## config.mk

```make
export PLATFORM = sky130hd
export DESIGN_NAME = arm_dp_statement_assembler
export DESIGN_NICKNAME = d
export VERILOG_FILES = /design/src/hw/rtl/dpsa_pkg.sv /design/src/hw/rtl/arm_dp_statement_assembler.sv /design/src/hw/rtl/dpsa_front.sv /design/src/hw/rtl/dpsa_queue.sv /design/src/hw/rtl/dpsa_back.sv
export VERILOG_INCLUDE_DIRS = /design/src /design/src/hw/rtl
export SDC_FILE = /design/constraint.sdc
export NUM_CORES = 1
export LEC_CHECK = 0
export BUFFER_PORTS_ARGS = -buffer_cell sky130_fd_sc_hd__buf_4
export CAP_MARGIN = 30
export CORE_ASPECT_RATIO = 1.25
export CORE_UTILIZATION = 57
export DETAILED_ROUTE_END_ITERATION = 7
export GPL_ROUTABILITY_DRIVEN = 0
export PLACE_DENSITY = 0.78
export SLEW_MARGIN = 10
export SYNTH_ARGS = -nofsm -noshare
export SYNTH_HDL_FRONTEND = slang
export SYNTH_SLANG_ARGS = --single-unit
export TNS_END_PERCENT = 50
```

## constraint.sdc

```tcl
create_clock -name clk -period 3.8 [get_ports clk]
set_clock_uncertainty 0.1 [all_clocks]
set_input_delay 0.38 -clock clk [delete_from_list [all_inputs] [get_ports clk]]
set_output_delay 0.38 -clock clk [all_outputs]
set_load 0.02 [all_outputs]
```

## src/hw/rtl/assert_macros.svh

```systemverilog
// Assertion helpers for the RTL, included by arm_dp_statement_assembler.
// Each macro expands to one labeled concurrent assertion on the rising clock
// edge, disabled while the synchronous active-low reset is asserted.
`ifndef ASSERT_MACROS_SVH
`define ASSERT_MACROS_SVH

// Check that a property holds at every clock edge out of reset.
`define ASSERT_CLK(label, clk, rst_n, prop, msg) \
  label: assert property (@(posedge clk) disable iff (!rst_n) prop) else $error(msg);

// Check that a condition is never true out of reset.
`define ASSERT_NEVER(label, clk, rst_n, cond, msg) \
  `ASSERT_CLK(label, clk, rst_n, !(cond), msg)

`endif

```

## src/hw/rtl/dpsa_pkg.sv

```systemverilog
// ----------------------------------------------------------------------------
// dpsa_pkg
// Types, codes and the immediate encoder shared by the statement assembler.
// ----------------------------------------------------------------------------
`default_nettype none

package dpsa_pkg;

  // Token classes from the lexer
  typedef enum logic [2:0] {
    TK_MNEM  = 3'd0,
    TK_REG   = 3'd1,
    TK_COMMA = 3'd2,
    TK_HASH  = 3'd3,
    TK_CONST = 3'd4,
    TK_SHIFT = 3'd5,
    TK_END   = 3'd6,
    TK_OTHER = 3'd7
  } tok_kind_t;

  // Shift keyword codes
  typedef enum logic [2:0] {
    SH_LSL = 3'd0,
    SH_LSR = 3'd1,
    SH_ASR = 3'd2,
    SH_ROR = 3'd3,
    SH_RRX = 3'd4
  } shift_code_t;

  // Result error codes
  typedef enum logic [2:0] {
    ERR_NONE   = 3'd0,
    ERR_CMD    = 3'd1,
    ERR_SYNTAX = 3'd2,
    ERR_SHIFT  = 3'd3,
    ERR_CONST  = 3'd4
  } err_t;

  // Parser positions
  typedef enum logic [3:0] {
    POS_MNEM     = 4'd0,
    POS_RD       = 4'd1,
    POS_COMMA1   = 4'd2,
    POS_RN       = 4'd3,
    POS_COMMA2   = 4'd4,
    POS_OPER2    = 4'd5,
    POS_IMMCONST = 4'd6,
    POS_END      = 4'd7,
    POS_AFTER_RM = 4'd8,
    POS_SHIFTKW  = 4'd9,
    POS_SHIFTARG = 4'd10,
    POS_SHIFTAMT = 4'd11
  } parse_pos_t;

  localparam logic [3:0]  MNEM_LAST = 4'd6;
  localparam logic [3:0]  COND_AL   = 4'hE;
  localparam logic [31:0] AMT_MAX   = 32'd32;
  localparam logic [31:0] IMM_MASK  = 32'hFFFF_FF00;

  // Input item
  typedef struct packed {
    logic [2:0]  kind;
    logic [3:0]  mnemonic_code;
    logic        sets_flags;
    logic [3:0]  reg_num;
    logic [2:0]  shift_code;
    logic [31:0] constant_value;
  } dpsa_in_t;

  // Result item
  typedef struct packed {
    logic [31:0] instruction_word;
    logic [2:0]  error_code;
  } dpsa_out_t;

  // Classified token handed from front to back
  typedef struct packed {
    tok_kind_t   kind;
    logic        mnem_ok;
    logic [2:0]  opcode;
    logic        sets_flags;
    logic [3:0]  reg_num;
    logic [2:0]  shift_code;
    logic        shift_ok;
    logic        imm_fits;
    logic [11:0] imm_field;
    logic        amt_over;
    logic        amt_is_max;
    logic        amt_zero;
    logic [4:0]  amt_low;
  } tok_t;

  typedef struct packed {
    logic        fits;
    logic [11:0] field;
  } imm_enc_t;

  // Find the smallest even left rotation that brings the value into 8 bits
  function automatic imm_enc_t encode_imm(input logic [31:0] v);
    imm_enc_t    res;
    logic [31:0] x;
    res.fits  = 1'b0;
    res.field = '0;
    for (int r = 15; r >= 0; r--) begin
      x = (v << (2 * r)) | (v >> (32 - 2 * r));
      if ((x & IMM_MASK) == '0) begin
        res.fits  = 1'b1;
        res.field = {4'(r), x[7:0]};
      end
    end
    return res;
  endfunction

endpackage

`default_nettype wire

```

## src/hw/rtl/arm_dp_statement_assembler.sv

```systemverilog
// ----------------------------------------------------------------------------
// arm_dp_statement_assembler
// Assembles ARM data-processing statements from a stream of lexed tokens.
// ----------------------------------------------------------------------------
// The block takes one token per cycle and parses "MNEM rd, rn, oper2" for
// AND, EOR, SUB, RSB, ADD, ADC and SBC with optional S, where oper2 is an
// immediate or a register with an optional shift. On the END token it
// returns one 32-bit instruction word with condition AL; on the first error
// it returns one item carrying the error code and a zero word, and then
// swallows every further token without a result until reset. Tokens that do
// not close a statement give no result. A token is classified in the cycle it
// is accepted (the immediate encoder tries all sixteen rotations at once),
// waits in a two-entry queue and is parsed from there; the result is offered
// from an output register that the parser loads when it takes the END token.
// The parser consumes one token per cycle, so the sustained rate is
// one token per cycle while results are taken as they appear. A result that
// waits on the output holds the parser, and the input stalls once the queue
// holds two tokens.
`default_nettype none

module arm_dp_statement_assembler (
  input  wire logic           clk,
  input  wire logic           rst_n,
  input  wire logic           in_valid,
  output logic                in_ready,
  input  dpsa_pkg::dpsa_in_t  in_data,
  output logic                out_valid,
  input  wire logic           out_ready,
  output dpsa_pkg::dpsa_out_t out_data
);
  import dpsa_pkg::*;

  `include "assert_macros.svh"

  tok_t       front_tok;
  tok_t       head_tok;
  logic       q_full;
  logic       q_not_empty;
  logic       q_pop;
  logic [1:0] q_count;
  logic       halted;

  // Classify the incoming token
  dpsa_front u_front (
    .in_data (in_data),
    .tok     (front_tok)
  );

  assign in_ready = !q_full;

  // Decouple classification from parsing
  dpsa_queue u_queue (
    .clk       (clk),
    .rst_n     (rst_n),
    .push      (in_valid && in_ready),
    .push_tok  (front_tok),
    .full      (q_full),
    .pop       (q_pop),
    .not_empty (q_not_empty),
    .head_tok  (head_tok),
    .count     (q_count)
  );

  // Parse and produce results
  dpsa_back u_back (
    .clk       (clk),
    .rst_n     (rst_n),
    .q_valid   (q_not_empty),
    .q_tok     (head_tok),
    .q_pop     (q_pop),
    .out_valid (out_valid),
    .out_ready (out_ready),
    .out_data  (out_data),
    .halted    (halted)
  );

  `ASSERT_CLK(a_err_word_zero, clk, rst_n,
              (out_valid && out_data.error_code != ERR_NONE) |->
              (out_data.instruction_word == '0),
              "error result carries a nonzero word")

  `ASSERT_CLK(a_ok_word_al, clk, rst_n,
              (out_valid && out_data.error_code == ERR_NONE) |->
              (out_data.instruction_word[31:26] == {COND_AL, 2'b00}),
              "assembled word lacks AL data-processing prefix")

  `ASSERT_CLK(a_halted_silent, clk, rst_n,
              (halted && !out_valid) |=> !out_valid,
              "result produced after halt")

  `ASSERT_NEVER(a_queue_overflow, clk, rst_n,
                (q_count == 2'd2) && !q_pop && $past(q_count) == 2'd2 && in_ready,
                "queue full but input ready")

endmodule

`default_nettype wire

```

## src/hw/rtl/dpsa_front.sv

```systemverilog
// ----------------------------------------------------------------------------
// dpsa_front
// Classifies one raw token: mnemonic range, shift code range, immediate
// encoding and shift amount range, ready for the parser.
// ----------------------------------------------------------------------------
`default_nettype none

module dpsa_front (
  input  dpsa_pkg::dpsa_in_t in_data,
  output dpsa_pkg::tok_t     tok
);
  import dpsa_pkg::*;

  imm_enc_t enc;

  // Encode the constant as a rotated immediate
  assign enc = encode_imm(in_data.constant_value);

  // Pack the classified fields
  always_comb begin
    tok.kind       = tok_kind_t'(in_data.kind);
    tok.mnem_ok    = in_data.mnemonic_code <= MNEM_LAST;
    tok.opcode     = in_data.mnemonic_code[2:0];
    tok.sets_flags = in_data.sets_flags;
    tok.reg_num    = in_data.reg_num;
    tok.shift_code = in_data.shift_code;
    tok.shift_ok   = in_data.shift_code <= SH_RRX;
    tok.imm_fits   = enc.fits;
    tok.imm_field  = enc.field;
    tok.amt_over   = in_data.constant_value > AMT_MAX;
    tok.amt_is_max = in_data.constant_value == AMT_MAX;
    tok.amt_zero   = in_data.constant_value == '0;
    tok.amt_low    = in_data.constant_value[4:0];
  end

endmodule

`default_nettype wire

```

## src/hw/rtl/dpsa_queue.sv

```systemverilog
// ----------------------------------------------------------------------------
// dpsa_queue
// Two-entry queue of classified tokens between the front and the parser.
// ----------------------------------------------------------------------------
`default_nettype none

module dpsa_queue (
  input  wire logic           clk,
  input  wire logic           rst_n,
  input  wire logic           push,
  input  dpsa_pkg::tok_t      push_tok,
  output logic                full,
  input  wire logic           pop,
  output logic                not_empty,
  output dpsa_pkg::tok_t      head_tok,
  output logic [1:0]          count
);
  import dpsa_pkg::*;

  localparam int DEPTH = 2;

  tok_t       slot_r [DEPTH];
  logic       wr_ptr_r, wr_ptr_nxt;
  logic       rd_ptr_r, rd_ptr_nxt;
  logic [1:0] count_r, count_nxt;

  assign full      = count_r == 2'(DEPTH);
  assign not_empty = count_r != '0;
  assign head_tok  = slot_r[rd_ptr_r];
  assign count     = count_r;

  // Advance pointers and occupancy
  always_comb begin
    wr_ptr_nxt = push ? ~wr_ptr_r : wr_ptr_r;
    rd_ptr_nxt = pop  ? ~rd_ptr_r : rd_ptr_r;
    count_nxt  = count_r + 2'(push) - 2'(pop);
  end

  always_ff @(posedge clk) begin
    if (!rst_n) begin
      wr_ptr_r <= 1'b0;
      rd_ptr_r <= 1'b0;
      count_r  <= '0;
    end else begin
      wr_ptr_r <= wr_ptr_nxt;
      rd_ptr_r <= rd_ptr_nxt;
      count_r  <= count_nxt;
    end
  end

  // Store the incoming token
  always_ff @(posedge clk) begin
    if (push) begin
      slot_r[wr_ptr_r] <= push_tok;
    end
  end

endmodule

`default_nettype wire

```

## src/hw/rtl/dpsa_back.sv

```systemverilog
// ----------------------------------------------------------------------------
// dpsa_back
// Statement parser: walks the grammar one token at a time, collects the
// instruction fields and loads the output register with a word or an error.
// ----------------------------------------------------------------------------
`default_nettype none

module dpsa_back (
  input  wire logic            clk,
  input  wire logic            rst_n,
  input  wire logic            q_valid,
  input  dpsa_pkg::tok_t       q_tok,
  output logic                 q_pop,
  output logic                 out_valid,
  input  wire logic            out_ready,
  output dpsa_pkg::dpsa_out_t  out_data,
  output logic                 halted
);
  import dpsa_pkg::*;

  parse_pos_t  pos_r, pos_nxt;
  logic        halted_r, halted_nxt;
  logic        out_valid_r, out_valid_nxt;
  dpsa_out_t   out_data_r, out_data_nxt;
  logic [2:0]  opcode_r, opcode_nxt;
  logic        sflag_r, sflag_nxt;
  logic [3:0]  rd_r, rd_nxt;
  logic [3:0]  rn_r, rn_nxt;
  logic [3:0]  rm_r, rm_nxt;
  logic [1:0]  shk_r, shk_nxt;
  logic        imm_r, imm_nxt;
  logic [11:0] oper_r, oper_nxt;

  logic        take;
  err_t        err;
  logic        emit;
  logic [1:0]  amt_kind;

  // Drop tokens while halted; otherwise take one when the output has room
  assign q_pop = q_valid && (halted_r || !out_valid_r || out_ready);
  assign take  = q_pop && !halted_r;

  // Next position, error and emit decision
  always_comb begin
    pos_nxt    = pos_r;
    halted_nxt = halted_r;
    err        = ERR_NONE;
    emit       = 1'b0;
    if (take) begin
      case (pos_r)
        POS_MNEM: begin
          if (q_tok.kind != TK_MNEM || !q_tok.mnem_ok) err = ERR_CMD;
          else pos_nxt = POS_RD;
        end
        POS_RD: begin
          if (q_tok.kind != TK_REG) err = ERR_SYNTAX;
          else pos_nxt = POS_COMMA1;
        end
        POS_COMMA1: begin
          if (q_tok.kind != TK_COMMA) err = ERR_SYNTAX;
          else pos_nxt = POS_RN;
        end
        POS_RN: begin
          if (q_tok.kind != TK_REG) err = ERR_SYNTAX;
          else pos_nxt = POS_COMMA2;
        end
        POS_COMMA2: begin
          if (q_tok.kind != TK_COMMA) err = ERR_SYNTAX;
          else pos_nxt = POS_OPER2;
        end
        POS_OPER2: begin
          if (q_tok.kind == TK_HASH) pos_nxt = POS_IMMCONST;
          else if (q_tok.kind == TK_REG) pos_nxt = POS_AFTER_RM;
          else err = ERR_SYNTAX;
        end
        POS_IMMCONST: begin
          if (q_tok.kind != TK_CONST) err = ERR_SYNTAX;
          else if (!q_tok.imm_fits) err = ERR_CONST;
          else pos_nxt = POS_END;
        end
        POS_END: begin
          if (q_tok.kind != TK_END) err = ERR_SYNTAX;
          else begin
            emit    = 1'b1;
            pos_nxt = POS_MNEM;
          end
        end
        POS_AFTER_RM: begin
          if (q_tok.kind == TK_COMMA) pos_nxt = POS_SHIFTKW;
          else if (q_tok.kind == TK_END) begin
            emit    = 1'b1;
            pos_nxt = POS_MNEM;
          end else err = ERR_SYNTAX;
        end
        POS_SHIFTKW: begin
          if (q_tok.kind != TK_SHIFT || !q_tok.shift_ok) err = ERR_SYNTAX;
          else if (q_tok.shift_code == SH_RRX) pos_nxt = POS_END;
          else pos_nxt = POS_SHIFTARG;
        end
        POS_SHIFTARG: begin
          if (q_tok.kind == TK_HASH) pos_nxt = POS_SHIFTAMT;
          else if (q_tok.kind == TK_REG) pos_nxt = POS_END;
          else err = ERR_SYNTAX;
        end
        POS_SHIFTAMT: begin
          if (q_tok.kind != TK_CONST) err = ERR_SYNTAX;
          else if (q_tok.amt_over ||
                   (q_tok.amt_is_max && shk_r != 2'(SH_LSR) && shk_r != 2'(SH_ASR)))
            err = ERR_SHIFT;
          else pos_nxt = POS_END;
        end
        default: err = ERR_SYNTAX;
      endcase
      if (err != ERR_NONE) halted_nxt = 1'b1;
    end
  end

  assign amt_kind = q_tok.amt_zero ? 2'(SH_LSL) : shk_r;

  // Collect fields and build the result
  always_comb begin
    opcode_nxt    = opcode_r;
    sflag_nxt     = sflag_r;
    rd_nxt        = rd_r;
    rn_nxt        = rn_r;
    rm_nxt        = rm_r;
    shk_nxt       = shk_r;
    imm_nxt       = imm_r;
    oper_nxt      = oper_r;
    out_valid_nxt = out_valid_r && !out_ready;
    out_data_nxt  = out_data_r;
    if (take && err == ERR_NONE) begin
      case (pos_r)
        POS_MNEM: begin
          opcode_nxt = q_tok.opcode;
          sflag_nxt  = q_tok.sets_flags;
        end
        POS_RD:       rd_nxt = q_tok.reg_num;
        POS_RN:       rn_nxt = q_tok.reg_num;
        POS_OPER2: begin
          imm_nxt = q_tok.kind == TK_HASH;
          if (q_tok.kind == TK_REG) begin
            rm_nxt   = q_tok.reg_num;
            oper_nxt = {8'h00, q_tok.reg_num};
          end
        end
        POS_IMMCONST: oper_nxt = q_tok.imm_field;
        POS_AFTER_RM: begin
          if (q_tok.kind == TK_END) oper_nxt = {8'h00, rm_r};
        end
        POS_SHIFTKW: begin
          if (q_tok.shift_code == SH_RRX) begin
            shk_nxt  = 2'(SH_ROR);
            oper_nxt = {5'b00000, 2'(SH_ROR), 1'b0, rm_r};
          end else begin
            shk_nxt = q_tok.shift_code[1:0];
          end
        end
        POS_SHIFTARG: begin
          if (q_tok.kind == TK_REG) oper_nxt = {q_tok.reg_num, 1'b0, shk_r, 1'b1, rm_r};
        end
        POS_SHIFTAMT: begin
          shk_nxt  = amt_kind;
          oper_nxt = {q_tok.amt_low, amt_kind, 1'b0, rm_r};
        end
        default: ;
      endcase
    end
    // Load the output register on a word or an error
    if (emit) begin
      out_valid_nxt                 = 1'b1;
      out_data_nxt.error_code       = ERR_NONE;
      out_data_nxt.instruction_word = {COND_AL, 2'b00, imm_r, 1'b0, opcode_r, sflag_r,
                                       rn_r, rd_r, oper_nxt};
    end else if (take && err != ERR_NONE) begin
      out_valid_nxt                 = 1'b1;
      out_data_nxt.error_code       = err;
      out_data_nxt.instruction_word = '0;
    end
  end

  always_ff @(posedge clk) begin
    if (!rst_n) begin
      pos_r       <= POS_MNEM;
      halted_r    <= 1'b0;
      out_valid_r <= 1'b0;
    end else begin
      pos_r       <= pos_nxt;
      halted_r    <= halted_nxt;
      out_valid_r <= out_valid_nxt;
    end
  end

  // Hold statement fields and the result payload
  always_ff @(posedge clk) begin
    opcode_r   <= opcode_nxt;
    sflag_r    <= sflag_nxt;
    rd_r       <= rd_nxt;
    rn_r       <= rn_nxt;
    rm_r       <= rm_nxt;
    shk_r      <= shk_nxt;
    imm_r      <= imm_nxt;
    oper_r     <= oper_nxt;
    out_data_r <= out_data_nxt;
  end

  assign out_valid = out_valid_r;
  assign out_data  = out_data_r;
  assign halted    = halted_r;

endmodule

`default_nettype wire
```

==> flow_metrics.tcl <==
set metrics [dict create \
    cts_max_level 4 \
    dieArea_sq_mm 0.0140 \
    synth_seq_area_share 0.530 \
    finalCritPeriodShare 0.906 \
    syn_area_sq_mm 0.00770 \
    finalSetupViolCount 0 \
    cts_buffer_depth 2 \
    crit_chain "nand2b_4 -> o31ai_2 -> o311a_1 -> and4_4 -> nand3_4 -> or2_1 -> or4_4 -> a22o_1 -> and2_1" \
    place_hpwl_mm 14.3 \
    ctsResizeCount 0 \
    grt_max_degree 38 \
    finalHoldViolCount 0 \
    worst_skew_pair.late_latency_ns 0.42 \
    crit_slowest_cell "or4_4" \
    initial_core_util 0.582 \
    powerDensity_mw_per_mm2 562 \
    overflow 0 \
    cts-root-buf "clkbuf_16" \
    antenna_found_initial 0 \
    setup_tns_ns 0 \
    path_buf_inv 0 \
    die_h_um 132 \
    grt_pass1_vias 6278 \
    cp-end-kind "register" \
    p_leak_nw 3.29 \
    status "finished, final reports clean" \
    rsz0062_at_grt "no" \
    nNetsFinal 888 \
    routed_wl_mm 19.7 \
    ys_ff_latch 145 \
    worst_slew_margin_rel 0.441 \
    cp_top_family "simple AND/OR/NAND/NOR gates" \
    dieWidth_um 106 \
    slew_viol_final 0 \
    vias_per_cell 6.52 \
    ir_drop_uv 392 \
    fp.coreArea_sq_mm 0.0132 \
    ant_nets 0 \
    cap_violations 0 \
    fin_area_sq_mm 0.00915 \
    fin_crit_ns 3.44 \
    postCtsSetupBuffers 0 \
    cts_sinks 145 \
    drc 0 \
    synth-async-reset-ratio 0 \
    hp-class "input port to register" \
    synth-edff-count 118 \
    timing.fmax_mhz 291 \
    drt_iter0_markers 560 \
    synth_common_cells "edfxtp_1 (118), nor2_1 (81), nand2_1 (79)" \
    cts_tree "yes" \
    synth_cells 749 \
    placed_cell_area_sq_mm 0.00853 \
    synth_ff_type "edfxtp_1" \
    path_max_fanout 10 \
    grt_pass1_wl_mm 31.0 \
    synthTopCellsByArea "edfxtp_1 (46%), dfxtp_1 (7.0%), nor2_1 (3.9%)" \
    wire_per_inst_um 19.4 \
    grtUsageMet3 0.0499 \
    slowest_delay_ns 0.55 \
    drive_gt1_frac 0.210 \
    boundaryPins 88 \
    required_ns 3.87 \
    track_usage 0.288 \
    port_buffers 83 \
    worst_slew_pin_slew_ns 0.838 \
    n_antenna_cell 0 \
    grt_use_met2 0.497 \
    synth_top_area_frac 0.460 \
    setup.worst_path.class "register to register" \
    synth_most_common_cell "edfxtp_1" \
    ys_types 80 \
    postCtsHoldBufs 0 \
    ys_warn_count 0 \
    grtUsageMet1 0.320 \
    vias 6646 \
    cts_made_buffers 17 \
    arrival_ns 3.52 \
    dr.pass1.iters 6 \
    fp-row-count 47 \
    critPathLaunchType "register" \
    area_growth_pct 18.8 \
    synth.avg_cell_area_sq_um 10.3 \
    clkTransAtPathRegs_ns 0.06 \
    grt.busiest_layer "met2" \
    yosys.area.top_type "edfxtp_1" \
]
[worst reg2reg max path, stage by stage (launching register included)]
cell and delay (ns):
edfxtp_1 0.48, nand2b_4 0.20, o31ai_2 0.52, o311a_1 0.24, and4_4 0.24, nand3_4 0.11, or2_1 0.35, or4_4 0.55
a22o_1 0.26, and2_1 0.15
[per-stage QoR]
stage,utilization,hold WS [ns],setup slack [ns],power (mW),cells
2_1_floorplan,-,0.327,0.768,3.01,752
3_3_place_gp,0.643,0.336,0.375,3.40,986
3_5_place_dp,0.645,0.342,0.288,3.44,987
4_1_cts,0.691,0.0259,0.413,5.16,1019
5_1_grt,0.691,0.0284,0.251,5.33,1019
6_report,0.691,0.0426,0.358,5.14,1019
[worst paths after layout]
kind                                                       from                         endpoint  slack, ns  cells past startpoint
worst min register to register         u_back.oper_r[2]$_DFF_P_         u_back.oper_r[2]$_DFF_P_       0.36                      1
worst max register to register  u_queue.slot_r[0][36]$_DFFE_PP_     u_back.out_data[9]$_DFFE_PP_       0.36                      9
worst max-delay path            u_queue.slot_r[0][36]$_DFFE_PP_     u_back.out_data[9]$_DFFE_PP_       0.36                      9
worst min-delay path                                in_data[45]  u_queue.slot_r[0][35]$_DFFE_PP_       0.04                      1
[state kept, by name, summed over array words and instances (netlist names), 2 cells and up, named ones only]
name and flops:
u_queue.slot_r 74, u_back.out_data 29, u_back.oper_r 12, u_back.pos_r 4
u_back.rd_r 4, u_back.rm_r 4, u_back.rn_r 4, u_back.opcode_r 3
u_back.shk_r 2, u_queue.count 2
[cells in the final DEF (no fill, tap or decap), drive strengths merged, types with 9 or more instances in the layout]
master	n
and3	13
inv	18
o22ai	15
a211oi	9
buf	104
nor2	81
nor4	18
and2	23
a21oi	42
edfxtp	118
nor3	21
a221oi	11
mux2	16
nand2	79
mux2i	17
o21ai	52
clkbuf	17
nand3	24
dfxtp	27
[power breakdown]
group | total, mW | leakage (nW) | switching [mW] | internal (mW)
clock network | 1.71 | 0.300 | 0.661 | 1.05
registers | 2.19 | 1.31 | 0.138 | 2.05
logic | 1.23 | 1.68 | 0.742 | 0.492
[area by class of cell]
type / instances / area [sq um]
clock buffer: 17 / 425
clock inverter: 15 / 194
fill: 962 / 4080
inverter: 10 / 37.5
multi-input combinational: 557 / 3400
sequential: 145 / 4090
tap: 171 / 214
timing repair buffer: 104 / 793
[layer usage]
layer  vias to the layer above  share of wire
met1                      3047           0.35
met5                         -              0
met3                       115          0.076
met2                       440           0.51
li1                       3044              -
met4                         0          0.064
[kinds of logic (layout without fill, tap and decap cells)]
logic type               count (synthesis)  after routing  share of synthesized area
buffers and inverters                   50            146                     0.0307
multiplexers                            33             33                     0.0471
XOR/XNOR                                 7              7                    0.00796
other                                    1              4                   0.000487
flip-flops                             145            145                      0.530
AND/OR/NAND/NOR                        314            314                      0.211
adder cells (fa/ha/maj)                  2              2                    0.00325
AO/OA/AOI/OAI                          197            197                      0.169
(Power assumes the default switching activity.)
